==> src/rtl/cki_pkg.sv <==
// Shared types, codes and constants of the CRC-keyed index lookup.
`timescale 1ns / 1ps

package cki_pkg;

    localparam int MAX_ENTRIES_DEF = 1024;

    localparam int CMD_W = 2;
    localparam logic [CMD_W-1:0] CMD_LOAD  = 2'd0;
    localparam logic [CMD_W-1:0] CMD_NAME  = 2'd1;
    localparam logic [CMD_W-1:0] CMD_QUERY = 2'd2;

    localparam int CFG_IDX_W  = 1;
    localparam int CFG_DATA_W = 16;
    localparam logic [CFG_IDX_W-1:0] REG_ENTRY_COUNT = 1'b0;
    localparam logic [CFG_IDX_W-1:0] REG_ALLOC_UNIT  = 1'b1;

    localparam int COUNT_W = 11;
    localparam int ALLOC_W = 16;
    localparam logic [ALLOC_W-1:0] ALLOC_RESET = 16'd1;

    localparam logic [31:0] CRC_POLY       = 32'h04C1_1DB7;
    localparam logic [31:0] TAG_ALIGN_MASK = 32'hFFFF_FFFC;

    typedef struct packed {
        logic [CMD_W-1:0] cmd;
        logic [9:0]       entry_slot;
        logic [31:0]      entry_key;
        logic [31:0]      entry_size;
        logic [31:0]      entry_offset;
        logic [31:0]      entry_tag_offset;
        logic [15:0]      entry_tag_count;
        logic [7:0]       name_byte;
        logic             name_last;
        logic [31:0]      query_key;
    } in_t;

    typedef struct packed {
        logic        found;
        logic [31:0] key;
        logic [31:0] file_size;
        logic [31:0] byte_offset;
        logic [31:0] tag_word_offset;
        logic [15:0] tag_count;
    } out_t;

    // One row of the index table.
    typedef struct packed {
        logic [31:0] key;
        logic [31:0] size;
        logic [31:0] offset;
        logic [31:0] tag_offset;
        logic [15:0] tag_count;
    } entry_t;

    typedef struct packed {
        logic hit;
        logic more;
    } probe_stat_t;

endpackage

==> src/rtl/cki_probe.sv <==
// Binary search step unit: bound update and next probe position.
`timescale 1ns / 1ps

module cki_probe #(
    parameter int MAX_ENTRIES = cki_pkg::MAX_ENTRIES_DEF
) (
    input  logic                             start,
    input  logic [$clog2(MAX_ENTRIES+1)-1:0] n,
    input  logic [$clog2(MAX_ENTRIES+1)-1:0] lo,
    input  logic [$clog2(MAX_ENTRIES+1)-1:0] hp,
    input  logic [$clog2(MAX_ENTRIES)-1:0]   mid,
    input  logic [31:0]                      probe_key,
    input  logic [31:0]                      want,
    output logic [$clog2(MAX_ENTRIES+1)-1:0] lo_next,
    output logic [$clog2(MAX_ENTRIES+1)-1:0] hp_next,
    output logic [$clog2(MAX_ENTRIES)-1:0]   mid_next,
    output cki_pkg::probe_stat_t             stat
);

    localparam int NW = $clog2(MAX_ENTRIES + 1);
    localparam int AW = $clog2(MAX_ENTRIES);

    logic [NW:0] span_sum;

    // hp is one past the upper bound, so the window is [lo, hp).
    always_comb begin
        stat.hit = 1'b0;
        lo_next  = lo;
        hp_next  = hp;
        if (start) begin
            lo_next = '0;
            hp_next = n;
        end else if (probe_key == want) begin
            stat.hit = 1'b1;
        end else if (probe_key < want) begin
            lo_next = NW'(mid) + NW'(1);
        end else begin
            hp_next = NW'(mid);
        end
        stat.more = (lo_next < hp_next);
        span_sum  = {1'b0, lo_next} + {1'b0, hp_next} - (NW+1)'(1);
        mid_next  = AW'(span_sum >> 1);
    end

endmodule

==> config.mk <==
export PLATFORM = sky130hd
export DESIGN_NAME = cki_probe
export DESIGN_NICKNAME = d
export VERILOG_FILES = /design/src/rtl/cki_pkg.sv /design/src/rtl/cki_probe.sv
export SDC_FILE = /design/constraint.sdc
export NUM_CORES = 1
export LEC_CHECK = 0
export BUFFER_PORTS_ARGS = -buffer_cell sky130_fd_sc_hd__buf_2
export CORE_MARGIN = 10
export CORE_UTILIZATION = 46
export DETAILED_ROUTE_END_ITERATION = 8
export PLACE_DENSITY = 0.86
export SLEW_MARGIN = 10
export SYNTH_ARGS = -nofsm -noshare
export SYNTH_HDL_FRONTEND = slang
export SYNTH_SLANG_ARGS = --single-unit
==> constraint.sdc <==
create_clock -name vclk -period 4.95
set_input_delay 0.2475 -clock vclk [all_inputs]
set_output_delay 0.2475 -clock vclk [all_outputs]
set_load 0.05 [all_outputs]
Word level (Yosys, flattened, before mapping)
Index checks and enable logic that the tools add are counted.
{"block": "totals", "register_bits": 0, "in_bits": 108, "output_inout_bits": 34, "wordCells": 14}
{"block": "classes", "n_addsub": 3, "n_lt_le_gt_ge": 2, "n_eq_ne": 1, "muxes": 8}
{"operator": "11-bit 2-to-1 mux", "count": 6}
{"operator": "32-bit equality test", "count": 1}
{"operator": "32-bit less-than comparator", "count": 1}
{"operator": "10-bit by 1-bit adder with 11-bit output (second input constant)", "count": 1}
{"operator": "11-bit adder", "count": 1}
{"operator": "11-bit less-than comparator", "count": 1}
{"operator": "11-bit by 1-bit subtractor with 11-bit output (second input constant)", "count": 1}
{"operator": "1-bit 2-to-1 mux", "count": 2}

Logic depth before layout (Yosys ltp)
{"block": "logic_depth", "ltp_word": 6, "mapped_depth": 22, "ltp_nobuf": 21}

Worst setup path after synthesis
OpenSTA, ideal clock, no wires.
{"block": "synth_timing", "path_type": "input to output", "startpoint": "in want[14]", "endpoint": "out stat[0] (netlist bit)", "n_path_buf": 1, "required_ps": 4703, "t_arrival_ps": 4606, "path_stages": 17, "slack_ps": 97, "path_cell_list": "inv_1 -> ha_1 -> a21oi_1 -> nand2_1 -> a221o_1 -> o31a_1 -> nor3b_4 -> buf_6 -> nand4_1 -> a21oi_1 -> ha_1 -> nand2_1 -> nor4b_1 -> o311a_1 -> a211oi_1 -> o2111ai_1 -> o22ai_1"}
{"item": "start, declared", "line": "cki_probe.sv:13", "rtl": "input logic [31:0] want,"}
{"item": "end, declared", "line": "cki_probe.sv:17", "rtl": "output cki_pkg::probe_stat_t stat"}

Worst setup path in the final report
{"block": "layout_timing", "startpoint": "in probe_key[14]", "endpoint": "out mid_next[8]"}
{"block": "layout_between", "elab_chain_cells": 6, "word_cells_on_any_way": 10, "classes_between": "add/sub (2); order compare (1); eq/ne (1); mux (6)"}
{"item": "start, declared", "line": "cki_probe.sv:12", "rtl": "input logic [31:0] probe_key,"}
{"item": "32-bit less-than comparator", "line": "cki_probe.sv:35", "rtl": "end else if (probe_key < want) begin"}
{"item": "11-bit 2-to-1 mux", "line": "cki_probe.sv:35"}
{"item": "11-bit 2-to-1 mux", "line": "cki_probe.sv:33", "rtl": "end else if (probe_key == want) begin"}
{"item": "11-bit 2-to-1 mux", "line": "cki_probe.sv:30", "rtl": "if (start) begin"}
{"item": "11-bit adder *", "line": "cki_probe.sv:41", "rtl": "span_sum = {1'b0, lo_next} + {1'b0, hp_next} - (NW+1)'(1);"}
{"item": "11-bit by 1-bit subtractor with 11-bit output *", "line": "cki_probe.sv:41"}
{"item": "end, declared", "line": "cki_probe.sv:16", "rtl": "output logic [$clog2(MAX_ENTRIES)-1:0] mid_next,"}
Mark *: on every way between the ends. The rest lies on a longest branch, timed or not.

==> results.toml <==
[worst_hold_path]
hp-class = "input port to output pin"
whs_path_depth = 4

[finish]
syn_to_final_growth_pct = 36.0
mostFrequentLayoutCells = "buf_2, ha_1, inv_1, nand2_1, a21oi_1"
register_area_um2 = 0
n_clock_buffer = 0
antenna_cells = 0
instances_no_fill = 521
fin_util = 0.649
seq_cells = 0
drive_gt1_frac = 0.335
layout.nets = 626
mostFrequentLayoutCell = "buf_2"

[die]
io_pins = 142
initial_core_util = 0.477
fp.dieW_um = 90.0
die_y_um = 90.0
dieArea_um2 = 8100
rows = 25
core_region_area_um2 = 4720

[setup_path]
cp.required_ps = 4700
crit_path_end_kind = "output pin"
critPathSlowestCell = "fa_1"
cp_max_fo = 4
crit_chain = "buf_2 > ha_1 > a21oi_1 > nand2_1 > a221o_1 > o31a_1 > nor3b_4 > mux2i_1 > or2_1 > ha_1 > inv_1 > ha_1 > inv_1 > fa_1 > inv_1 > a21oi_1 > o21bai_1 > a21o_1 > a21oi_1 > o21ai_1 > xor2_1 > buf_4"
crit_start = "probe_key[14]"
worstPathArrival_ps = 4460
start_kind = "input port"
critical_path_class = "input port to output pin"
max_stage_delay_ps = 400
cp-endpoint = "mid_next[8]"

[yosys]
synthesis.area_um2 = 2250
synth_top_area_frac = 0.339
yosys.area.top_type = "ha_1"
synth_fp_nets = 486
syn_avg_cell_area_um2 = 7.14
ys_types = 44
synth_cells = 316
seq_area_frac_synth = 0
yosys-top-cells-area = "ha_1, mux2i_1, inv_1, a21oi_1, nand2_1"
ys_warn_count = 0

[sta]
post-route-min-period_ps = 4710
finalCritPeriodShare = 0.951
tns_ps = 0
grt_setup_unrepaired = "yes"
finalSetupViolations = 0
hold_violations = 0
relSlewSlack = 0.427
max_freq_ghz = 0.212
timing.hold.ws_ps = 919
worst_pin_slew_ps = 859
slew_viol_final = 0

[placed_design]
numPortBuffers = 142
place_congestion = 0.888
place_inst = 521
hpwl_um = 7040

[grt]
antenna_found_initial = 0
grt_usage = 0.182
use_met1 = 0.202
grt_use_met2 = 0.355
busiest_layer = "met2"
met3_usage = 0.0308
overflow = 0
grt_first_pass_wirelength_um = 13100
grt_pass1_vias = 2821
grt_start_max_net_pins = 57

[drt]
drc = 0
drtIter0Drc = 75
wl_per_cell_um = 14.8
wirelength_um = 7720
ant_nets = 0
vias_per_cell = 5.22
vias = 2721
dr.pass1.iters = 4

[power]
swShare = 0.676
p_total_w = 0.000708
ir_drop_mv = 0.121
pwr-share-seq = 0
power.leakage_nw = 1.83
pwr-share-comb = 1.000
internal_power_w = 0.000229
p_clk_frac = 0
powerDensity_nw_per_um2 = 231
p_switching_w = 0.000479

[clock_tree]
cts_setup_buffers = 0
hold_buffers = 0

[run_status]
status = "finished, final reports clean"

[run]
cap_violations = 0
-- cell usage after synthesis, drive strengths merged, types with 2 or more instances --
master  number
nand3        7
o21bai       3
buf          3
nand4        7
nand2       25
a21o         3
nor3b        3
a22oi        2
o21a        10
xor2         9
nor2        18
o211ai       3
or2          9
xnor2        7
and3         2
and4         3
clkbuf       5
nor2b        3
a211oi       2
o21ai       18
inv         51
ha          61
nor4         4
mux2i       20
a21oi       23
-- worst max-delay path, delay by kind of cell --
| kind | cells | cell delay (ps) |
|---|---|---|
| buffers and inverters | 5 | 530 |
| AO/OA/AOI/OAI | 8 | 1510 |
| multiplexers | 1 | 140 |
| AND/OR/NAND/NOR | 3 | 630 |
| XOR/XNOR | 1 | 180 |
| adder cells (fa/ha/maj) | 4 | 1220 |
-- power groups by stage --
stage / Clock (W) / Sequential (W) / Combinational, W
floorplan: 0 / 0 / 0.000516
global placement: 0 / 0 / 0.000680
detailed placement: 0 / 0 / 0.000696
CTS: 0 / 0 / 0.000698
global route: 0 / 0 / 0.000766
finish: 0 / 0 / 0.000708
-- area by class of cell --
type	instances	area, um^2
fill	434	1660
timing repair buffer	146	746
inverter	51	191
tap	67	83.8
multi-input combinational	257	2050
-- layer usage --
metal | up-vias | share of wire
met4 | 0 | 0.0063
met1 | 1252 | 0.41
met2 | 78 | 0.53
met5 | - | 0
met3 | 4 | 0.057
li1 | 1387 | -
-- cell families after synthesis --
group	synth area share
and+or+nand+nor	0.201
adders and majority gates	0.347
buffers and inverters	0.103
xor gates and xnor gates	0.0622
muxes	0.0888
AOI/OAI and AO/OA	0.198
-- through the flow --
stage / worst slack, ps / cell area (um^2)
global placement: 173 / 3040
CTS: 78.1 / 3040
floorplan: 96.9 / 2250
detailed placement: 82.8 / 3040
global route: -38.5 / 3070
finish: 243 / 3070
-- what timing repair did --
item,in CTS,in global routing
endpoints found under the setup margin,0,2
resized for setup,0,10
endpoints found under the hold margin,0,0
-- how the worst min path moves through the flow --
stage / from / end / slack [ps]
4_1_cts: n[8] / hp_next[8] / 920
5_1_grt: n[5] / hp_next[5] / 950
6_report: n[5] / hp_next[5] / 920
3_5_place_dp: n[8] / hp_next[8] / 920
3_3_place_gp: n[5] / hp_next[5] / 910
2_1_floorplan: n[0] / hp_next[0] / 840
Power figures use the tool's default switching activity.
