## src/rtl/cki_ram.sv

```systemverilog
// Generic single-write, single-read RAM with registered read data.
`timescale 1ns / 1ps

module cki_ram #(
    parameter int WIDTH = 8,
    parameter int DEPTH = 16
) (
    input  logic                     aclk,
    input  logic                     we,
    input  logic [$clog2(DEPTH)-1:0] waddr,
    input  logic [WIDTH-1:0]         wdata,
    input  logic                     re,
    input  logic [$clog2(DEPTH)-1:0] raddr,
    output logic [WIDTH-1:0]         rdata
);

    logic [WIDTH-1:0] mem [DEPTH];

    always_ff @(posedge aclk) begin
        if (we) begin
            mem[waddr] <= wdata;
        end
        if (re) begin
            rdata <= mem[raddr];
        end
    end

endmodule

```

## config.mk

```make
export PLATFORM = sky130hd
export DESIGN_NAME = cki_ram
export DESIGN_NICKNAME = d
export VERILOG_FILES = /design/src/rtl/cki_ram.sv
export SDC_FILE = /design/constraint.sdc
export NUM_CORES = 1
export LEC_CHECK = 0
export ABC_AREA = 1
export BUFFER_PORTS_ARGS = -buffer_cell sky130_fd_sc_hd__buf_4
export CORE_MARGIN = 4
export CORE_UTILIZATION = 30
export CTS_CLUSTER_DIAMETER = 60
export DETAILED_ROUTE_END_ITERATION = 10
export GPL_ROUTABILITY_DRIVEN = 0
export PLACE_DENSITY_LB_ADDON = 0.05
export SLEW_MARGIN = 15
export SYNTH_ARGS = -nofsm -noshare
export SYNTH_HDL_FRONTEND = slang
export SYNTH_SLANG_ARGS = --single-unit
```

## constraint.sdc

```tcl
create_clock -name aclk -period 1 [get_ports aclk]
set_input_delay 0.05 -clock aclk [delete_from_list [all_inputs] [get_ports aclk]]
set_output_delay 0.05 -clock aclk [all_outputs]
set_load 0.02 [all_outputs]
```

Word-level counts from Yosys, hierarchy flattened --
Memory sizes are Yosys's and may differ from the RTL's. A register that Yosys moved wholly into a read port is not among the register bits. Index checks and enable logic that the tools add are counted. Widths: inputs -> output; s select.
Word-level totals: flip-flop bits (word level) 0, RAM bits 128, input port bits 19, output and inout bits 8, logic and storage cells 3, memories 1
Memory list:
- mem | depth 16, width 8, read ports 1, clocked after Yosys merged registers in 1, write ports 1, line 17 | logic [WIDTH-1:0] mem [DEPTH];
Cells by class: mux-type cells 2
Operators by type and width (number):
- $mux 1 | 2

Logic depth before layout (Yosys ltp) --
Gate-level depths: netlist (run 1).
depth after elaboration 2, mapped depth 8, mapped depth without buffers 7

Worst setup path after synthesis (run 1) --
No wires, ideal clock.
path kind input port to flip-flop, from input port waddr[3], to memory mem[4][0] (enable), library setup time 0.370 ns, arrival 0.631 ns, data required time 0.630 ns, path slack -0.001 ns, stages on the path 2, buffers on the path 0, cell sequence nand3b_1 > nor2_1
RTL lines:
- start: declaration | line 10 | input logic [$clog2(DEPTH)-1:0] waddr,
- end: declaration | line 17
No word-level cell before the write port.

Final worst setup path (run 1) --
from register rdata[5], read port of mem, to output port rdata[5]
RTL lines:
- start: declaration | line 14 | output logic [WIDTH-1:0] rdata
No word-level cell between the ends.

==> results of run 1 <==
==> what timing repair did <==
item / in CTS / in global routing
setup buffers: 0 / 0
pin swaps: 27 / 14
hold endpoints to repair: 11 / 0
setup endpoints to repair: 15 / 16
hold buffers: 2 / 0
resized for setup: 38 / 18
==> sequential cells by signal, indices dropped and copies added, names as in the netlist <==
register  flops
rdata         8
mem         128
==> per-stage QoR <==
step / power, mW / hold WS (ns) / instances / utilization, %
floorplan: 7.06 / 0.149 / 551 / -
global placement: 7.55 / 0.371 / 847 / 34.5
detailed placement: 7.55 / 0.371 / 847 / 34.5
CTS: 14.4 / 0.00500 / 881 / 38.9
global route: 14.8 / 0.00189 / 881 / 39.3
finish: 14.2 / 0.00332 / 881 / 39.3
==> final cells by class <==
class / count / area [sq um]
fill: 1856 / 11500
clock buffer: 18 / 429
inverter: 102 / 383
sequential: 136 / 4080
clock inverter: 14 / 204
tap: 260 / 325
multi-input combinational: 289 / 1430
timing repair buffer: 62 / 588
==> synth_stat cells <==
master    number
nand2_1      173
edfxtp_1     136
inv_1        100
nand3_1       97
nor2_1        17
buf_2         13
buf_6          6
buf_4          4
inv_2          2
nand3b_1       2
buf_1          1
==> routing by layer <==
metal | GRT usage, % | part of all wire, %
met1 | 20.3 | 47
met2 | 24.8 | 48
met3 | 3.25 | 4.1
met4 | 4.05 | 1.1
met5 | 0 | 0
==> path summary, 6_finish.rpt <==
check	slack, ns	from	cells past startpoint	to
worst max-delay path	-0.10	rdata[5]	1	rdata[5]
worst max register to register	-0.10	mem[0][0]	6	rdata[0]
worst min register to register	0.75	mem[2][5]	6	rdata[5]
worst min-delay path	0.003	wdata[0]	1	mem[3][0]
==> power breakdown <==
group	total, mW	switching [mW]	internal (mW)
sequential	6.47	0.0478	6.42
combinational	1.04	0.667	0.371
clock	6.73	2.34	4.40
==> kinds of logic after synthesis <==
kind of cell	after synthesis	share of synthesized area, %
and+or+nand+nor	289	20.8
DFF	136	69.8
buffers and inverters	126	9.39
==> results.tsv, run 1 <==
stage	metric	value	unit
run_status	status	complete, but fails checks	
run_status	failing checks	negative setup slack	
worst_setup_path	worst path bufs/invs	1	
detailed_routing	# DRC	0	
global_route	first-pass GRT wire length	24200	microns
detailed_routing	Pre-Repair DR Iteration Count	5	
timing	unrepaired setup endpoints after global routing	yes	
detailed_routing	total number of vias	3935	
power	peak supply drop	0.992	mV
job	Max-Cap Viols	0	
clock_tree	Max Buffers Root-to-Sink	2	
synthesis	cell taking the most area after synthesis	edfxtp_1	
global_route	antenna violations before repair	0	
clock_tree	CTS tree	done	
global_route	grt total ovfl	0	
synthesis	Yosys top cell area share	69.8	%
clock_tree	htree depth	4	
detailed_routing	remaining antenna violation count	0	
floorplanning	DIE HEIGHT	148	microns
synthesis	YS warnings	0	
worst_setup_path	slowest stage delay, CP	0.47	ns
finish	final instance area	7450	sq um
detailed_routing	Routed wire per std cell	17.5	microns
finish	most frequent cells in the layout	171 x nand2_1, 136 x edfxtp_1, 97 x inv_1	
floorplanning	core area	19000	sq um
finish	Area growth syn-to-layout	27.4	%
synthesis	Mapped Cells	551	
worst_setup_path	CP max FO	1	
synthesis	Yosys cell types	11	
detailed_routing	DRT iter0 DRCs	242	
floorplanning	Starting Density	30.8	%
synthesis	Synth area leaders	edfxtp_1 70%, nand2_1 11%, nand3_1 8.3%	
timing	highest clock rate	906	MHz
global_route	vias in the first global route	4099	
timing	Final Hold Viols	0	
floorplanning	die width	148	microns
placed_design	pre-CTS setup slack	-0.274	ns
clock_tree	CTS Buf Count	17	
finish	layout cells sized above 1	22.4	%
global_route	gr usage total	15.1	%
detailed_routing	drt via density	4.47	
timing	clk_skew	0.0116	ns
hold_path	worst min-delay path class	primary input to flip-flop	
synthesis	Mapped Area	5850	sq um
timing	Slew Limit Fails	0	
placed_design	DP HPWL	9740	microns
floorplanning	Rows	50	
synthesis	Mapped Nets	570	
worst_setup_path	critical path arrival	1.05	ns
timing	setup violators final	13	
clock_tree	clock sinks	136	
synthesis	Yosys reg bits	136	
synthesis	sequential-to-total area share from yosys stat	69.8	%
timing	min cycle time layout	1.10	ns
timing	final setup TNS	-0.801	ns
clock_tree	clock root buffer	clkbuf_16	
worst_setup_path	slowest CP cell	edfxtp_1	
timing	Slew HR	74.8	%
clock_tree	Clk Latency, worst-skew pair	0.41	ns
power	power per cell area	1910	nW/um^2
worst_setup_path	critical path's top delay family	flip-flops	
worst_setup_path	Startpoint Class	flip-flop	
timing	final worst slack	-0.104	ns
finish	nets	627	
timing	Slew @ Worst Pin	0.378	ns
detailed_routing	final WL	15400	microns
finish	ant diodes	0	
clock_tree	Clock Pin Slew Worst Setup and Hold Paths	0.06	ns
placed_design	Cell Area, Placed	6540	sq um
timing	period utilization	110	%
worst_setup_path	Worst Path Required	0.95	ns
finish	most common cell after layout, fill and taps aside	nand2_1	
synthesis	syn avg cell area	10.6	sq um
floorplanning	Die ar.	21800	sq um
global_route	largest net degree at the start of global routing	64	
worst_setup_path	CP Capture Type	output port	
worst_setup_path	Crit Path Category	flip-flop to output port	
floorplanning	number of I/O pins	27	
power	P_leak	3.16	nW
placed_design	IO buf count	26	
worst_setup_path	Cell Chain, Critical Path	buf_6	
(Power assumes the default switching activity.)
==> run 2: changes to the inputs <==
--- a/config.mk
+++ b/config.mk
@@ -6,11 +6,11 @@
 export NUM_CORES = 1
 export LEC_CHECK = 0
 export ABC_AREA = 1
-export BUFFER_PORTS_ARGS = -buffer_cell sky130_fd_sc_hd__buf_4
 export CORE_MARGIN = 4
 export CORE_UTILIZATION = 30
 export CTS_CLUSTER_DIAMETER = 60
 export DETAILED_ROUTE_END_ITERATION = 10
+export DONT_BUFFER_PORTS = 1
 export GPL_ROUTABILITY_DRIVEN = 0
 export PLACE_DENSITY_LB_ADDON = 0.05
 export SLEW_MARGIN = 15
==> run 2 against run 1 <==
Effect of this change: the run ends with negative hold slack, negative setup slack left; clock-buffer cell count down 1; clock skew is 0.0016 ns lower; wire length grew 0.45%; sequential power about the same; total power fell by 6.6%; worst setup slack gained 0.034 ns; sequential cell count unchanged; non-clock buffer count is 25 lower; final area fell by 3.0%; worst hold slack got worse by 0.15 ns; critical path type is now flip-flop to flip-flop; critical endpoint is now rdata[6].
==> results.tsv, run 2 (synthesis gave the netlist of run 1 again) <==
stage	metric	value	unit
clock_tree	Clock Pin Slew Worst Setup and Hold Paths	0.06	ns
run_status	failing checks	negative hold slack, negative setup slack	
worst_setup_path	Crit Path Category	flip-flop to flip-flop	
placed_design	dpl cells	815	
job	Max-Cap Viols	0	
worst_setup_path	Startpoint Class	flip-flop	
power	peak supply drop	1.14	mV
global_route	largest net degree at the start of global routing	66	
floorplanning	core area	19000	sq um
floorplanning	Rows	50	
placed_design	DP HPWL	9420	microns
clock_tree	Clk Latency, worst-skew pair	0.42	ns
timing	unrepaired setup endpoints after global routing	yes	
timing	clk_skew	0.00997	ns
global_route	antenna violations before repair	0	
finish	non-filler cells, final	856	
floorplanning	die width	148	microns
placed_design	Cell Area, Placed	6280	sq um
timing	setup violators final	8	
clock_tree	Max Buffers Root-to-Sink	2	
global_route	grt total ovfl	0	
finish	most common cell after layout, fill and taps aside	nand2_1	
worst_setup_path	CP max FO	1	
finish	layout cells sized above 1	19.0	%
finish	max FFs per register	128	
clock_tree	hold buffer count at CTS	9	
timing	final worst slack	-0.0703	ns
global_route	first-pass GRT wire length	23700	microns
clock_tree	htree depth	4	
timing	highest clock rate	934	MHz
floorplanning	Die ar.	21800	sq um
power	power per cell area	1840	nW/um^2
floorplanning	DIE HEIGHT	148	microns
placed_design	IO buf count	0	
timing	min cycle time layout	1.07	ns
finish	final cell utilization of the core	38.1	%
finish	Area growth syn-to-layout	23.5	%
detailed_routing	total number of vias	3709	
power	PnR Total Power	13.3	mW
finish	nets	602	
detailed_routing	# DRC	0	
hold_path	worst min-delay path class	primary input to flip-flop	
detailed_routing	DRT iter0 DRCs	183	
global_route	gr usage total	15.0	%
detailed_routing	Pre-Repair DR Iteration Count	4	
timing	period utilization	107	%
worst_setup_path	critical path arrival	1.24	ns
clock_tree	CTS tree	done	
timing	Slew HR	45.4	%
worst_setup_path	CP Capture Type	flip-flop	
detailed_routing	final WL	15500	microns
floorplanning	Starting Density	30.8	%
finish	Largest regs	mem (128), rdata (8)	
timing	worst hold slack	-0.142	ns
detailed_routing	remaining antenna violation count	0	
finish	final instance area	7220	sq um
finish	ant diodes	0	
floorplanning	number of I/O pins	27	
timing	Final Hold Viols	8	
detailed_routing	Routed wire per std cell	18.1	microns
clock_tree	clock root buffer	clkbuf_16	
timing	Slew @ Worst Pin	0.819	ns
finish	Biggest register	mem	
clock_tree	CTS Buf Count	17	
global_route	vias in the first global route	3703	
power	P_leak	3.05	nW
timing	final setup TNS	-0.467	ns
finish	fillers	1878	
clock_tree	clock sinks	136	
worst_setup_path	Worst Path Required	1.17	ns
timing	Slew Limit Fails	0	
clock_tree	Post CTS Setup Buffer Count	0	
run_status	status	complete, but fails checks	
finish	most frequent cells in the layout	164 x nand2_1, 136 x edfxtp_1, 100 x inv_1	
detailed_routing	drt via density	4.33	
[run 2: cell count changes in the layout (fill, tap and decap cells not counted), sizes merged]
cell          change
bufinv            -3
buf              -32
clkbuf            -1
clkinv            +5
dlygate4sd3       +1
inv               -1
dlymetal6s4s      +6
[run 2: power by group]
| group | switching (mW) | internal [mW] |
|---|---|---|
| Combinational | 0.532 | 0.288 |
| Clock | 2.37 | 3.62 |
| Sequential | 0.0719 | 6.43 |
[run 2: layout make-up]
class / instances / area [sq um] / share of cell area (%)
Clock buffer: 17 / 425 / 5.89
Inverter: 102 / 383 / 5.30
Sequential cell: 136 / 4080 / 56.5
Timing Repair Buffer: 37 / 378 / 5.23
Clock inverter: 15 / 136 / 1.89
Multi-Input combinational cell: 289 / 1490 / 20.6
Tap cell: 260 / 325 / 4.50
[run 2: worst paths after layout]
check | start | endpoint | slack (ns) | cells past startpoint
setup reg to reg | mem[7][6] | rdata[6] | -0.07 | 6
setup / recovery | mem[7][6] | rdata[6] | -0.07 | 6
hold / removal | raddr[3] | rdata[6] | -0.14 | 2
hold reg to reg | mem[12][5] | rdata[5] | 0.75 | 6
[run 2: layer usage]
metal  vias to the layer above  global-route usage, %  part of all wire [%]
li1                       1849                      -                     -
met1                      1808                   20.8                    49
met2                        46                   23.6                    48
met3                         6                   4.05                   3.1
met4                         0                   3.49                  0.55
met5                         -                      0                     0
[run 2: worst max-delay path, stage by stage (launching register included)]
cell and delay (ns):
edfxtp_1 0.36, inv_1 0.06, nand2_1 0.04, nand3_1 0.09, nand3_2 0.11, nand3_4 0.11
nand2_2 0.05
[run 2: what timing repair did]
action | in CTS | in global routing
resized for setup | 33 | 31
pin swaps | 32 | 24
endpoints found under the setup margin | 9 | 106
hold endpoints to repair | 144 | 8
[run 2: stage by stage]
| stage | setup WS, ns | hold WS (ns) |
|---|---|---|
| detailed placement | -0.223 | 0.151 |
| global placement | -0.238 | 0.151 |
| finish | -0.0703 | -0.142 |
| CTS | -0.0822 | -0.167 |
| global route | -0.143 | -0.155 |
| floorplan | -0.000845 | 0.149 |
==> run 3: changes to the inputs <==
--- a/config.mk
+++ b/config.mk
@@ -12,6 +12,7 @@
 export DETAILED_ROUTE_END_ITERATION = 10
 export DONT_BUFFER_PORTS = 1
 export GPL_ROUTABILITY_DRIVEN = 0
+export MAX_ROUTING_LAYER = met4
 export PLACE_DENSITY_LB_ADDON = 0.05
 export SLEW_MARGIN = 15
 export SYNTH_ARGS = -nofsm -noshare
==> run 3 against run 2 <==
Effect of this change: the flow still finishes with violations (negative hold slack, negative setup slack); clock skew barely moved; first-iteration DRC count fell by 3.3%; combinational power fell by 0.5%; largest cell class unchanged; sequential power barely moved; critical path type unchanged; critical endpoint is now rdata[3]; die area did not move; wire length fell by 0.16%.
==> results.tsv, run 3 (synthesis gave the netlist of run 1 again) <==
stage	metric	value	unit
worst_setup_path	Crit Path Category	flip-flop to flip-flop	
worst_setup_path	critical path arrival	1.25	ns
run_status	failing checks	negative hold slack, negative setup slack	
timing	Slew @ Worst Pin	0.824	ns
timing	worst hold slack	-0.143	ns
hold_path	WHS Endpoint	rdata[2]	
floorplanning	Die ar.	21800	sq um
worst_setup_path	Reg2Reg Depth	6	
finish	max FFs per register	128	
finish	Area growth syn-to-layout	23.6	%
floorplanning	die width	148	microns
global_route	gr usage total	15.4	%
finish	most common cell after layout, fill and taps aside	nand2_1	
timing	clk_skew	0.00965	ns
detailed_routing	DRT iter0 DRCs	177	
worst_setup_path	critical path's top delay family	simple AND/OR/NAND/NOR gates	
clock_tree	htree depth	4	
detailed_routing	met2 routed WL	7360	microns
finish	nets	602	
global_route	first-pass GRT wire length	23700	microns
worst_setup_path	Worst Path Required	1.17	ns
worst_setup_path	reg2reg end	rdata[3]	
detailed_routing	Pre-Repair DR Iteration Count	4	
timing	final worst slack	-0.0758	ns
clock_tree	clock sinks	136	
timing	min cycle time layout	1.08	ns
run_status	status	complete, but fails checks	
detailed_routing	remaining antenna violation count	0	
clock_tree	Max Buffers Root-to-Sink	2	
floorplanning	Starting Density	30.8	%
timing	setup violators final	8	
clock_tree	Post CTS Setup Buffer Count	0	
power	P_int	10.3	mW
worst_setup_path	CP max FO	1	
placed_design	DP HPWL	9420	microns
hold_path	worst min-delay path class	primary input to flip-flop	
finish	final cell utilization of the core	38.1	%
power	power share of the clock group	45.0	%
power	peak supply drop	1.13	mV
clock_tree	CTS tree	done	
worst_setup_path	Startpoint Class	flip-flop	
power	power per cell area	1840	nW/um^2
global_route	grt total ovfl	0	
finish	layout cells sized above 1	19.0	%
detailed_routing	met1 wire length	7300	microns
global_route	largest net degree at the start of global routing	66	
timing	Slew HR	45.1	%
clock_tree	hold buffer count at CTS	9	
timing	period utilization	108	%
job	Max-Cap Viols	0	
detailed_routing	final WL	15500	microns
floorplanning	Rows	50	
detailed_routing	Routed wire per std cell	18.0	microns
worst_setup_path	slowest CP cell	edfxtp_1	
timing	final setup TNS	-0.452	ns
detailed_routing	total number of vias	3703	
global_route	antenna violations before repair	0	
detailed_routing	max layer used	met4	
detailed_routing	drt via density	4.32	
detailed_routing	# DRC	0	
finish	Largest regs	mem (128), rdata (8)	
placed_design	IO buf count	0	
worst_setup_path	r2r setup slk	-0.08	ns
worst_setup_path	CP Capture Type	flip-flop	
floorplanning	core area	19000	sq um
worst_setup_path	Reg-to-Reg Start	mem[7][3]	
clock_tree	Clock Pin Slew Worst Setup and Hold Paths	0.06	ns
hold_path	Hold Path Origin	raddr[3]	
finish	Biggest register	mem	
worst_setup_path	slowest stage delay, CP	0.37	ns
floorplanning	number of I/O pins	27	
finish	most frequent cells in the layout	164 x nand2_1, 136 x edfxtp_1, 100 x inv_1	
timing	unrepaired setup endpoints after global routing	yes	
power	Combinational Power Share	6.1	%
power	net switching power	2.97	mW
worst_setup_path	worst path bufs/invs	1	
detailed_routing	metal3 WL	701	microns
timing	Final Hold Viols	8	
clock_tree	CTS Buf Count	17	
clock_tree	clock root buffer	clkbuf_16	
floorplanning	DIE HEIGHT	148	microns
global_route	vias in the first global route	3716	
clock_tree	Clk Latency, worst-skew pair	0.42	ns
power	sequential power share	48.9	%
hold_path	Hold Crit Depth	2	
timing	Slew Limit Fails	0	
timing	highest clock rate	930	MHz
power	Sw Ratio	22.3	%
power	P_leak	3.05	nW
worst_setup_path	Cell Chain, Critical Path	inv_1 -> nand2_1 -> nand3_1 -> nand3_2 -> nand3_4 -> nand2_2	
==> run 3: cell count changes in the layout (fill, tap and decap cells not counted) <==
cell,change
diode_2,+1
==> run 3: worst max path at each step <==
stage | cells past startpoint | to | start
after detailed placement | 8 | rdata[1] | raddr[0]
final | 6 | rdata[3] | mem[7][3]
after global placement | 8 | rdata[4] | raddr[0]
after global routing | 6 | rdata[3] | mem[7][3]
after floorplan | 2 | mem[4][0] | waddr[3]
after CTS | 6 | rdata[7] | mem[12][7]
==> run 3: metrics by stage <==
step / instances / power, mW / worst slack (ns) / area [sq um] / hold slack (ns)
5_1_grt: 856 / 13.8 / -0.150 / 7220 / -0.155
2_1_floorplan: 551 / 7.06 / -0.000845 / 5850 / 0.149
3_5_place_dp: 815 / 7.22 / -0.223 / 6280 / 0.151
3_3_place_gp: 815 / 7.22 / -0.238 / 6280 / 0.151
4_1_cts: 856 / 13.4 / -0.0822 / 7090 / -0.167
6_report: 857 / 13.3 / -0.0758 / 7230 / -0.143
==> run 3: worst reg2reg max path, cell delays in order (launching register included) <==
cell,delay (ns)
edfxtp_1,0.37
inv_1,0.07
nand2_1,0.05
nand3_1,0.08
nand3_2,0.11
nand3_4,0.11
nand2_2,0.06
==> run 3: repair_timing <==
action                                  CTS  global route
endpoints found under the setup margin    9           106
hold endpoints to repair                144             8
resized for setup                        33            31
gates cloned                              0             0
pin swaps                                32            26
==> run 3: area by class of cell <==
class	instances	area [sq um]
clock buffer	17	425
sequential	136	4080
multi-input combinational	289	1490
timing repair buffer	37	378
fill	1877	11700
antenna	1	2.50
clock inverter	15	136
inverter	102	383
tap	260	325
==> run 3: power by group through the flow <==
stage                     Sequential, mW  Combinational (mW)  Clock, mW
final                               6.50               0.817       5.99
after global routing                6.51               0.912       6.41
after floorplan                     6.61               0.450          0
after detailed placement            6.62               0.598          0
after global placement              6.62               0.602          0
after CTS                           6.50               0.791       6.13
==> run 3: layer usage <==
metal	up-vias	global-route usage (%)
met5	-	-
met4	0	3.49
met3	6	3.95
met2	60	23.8
met1	1789	20.7
li1	1848	-
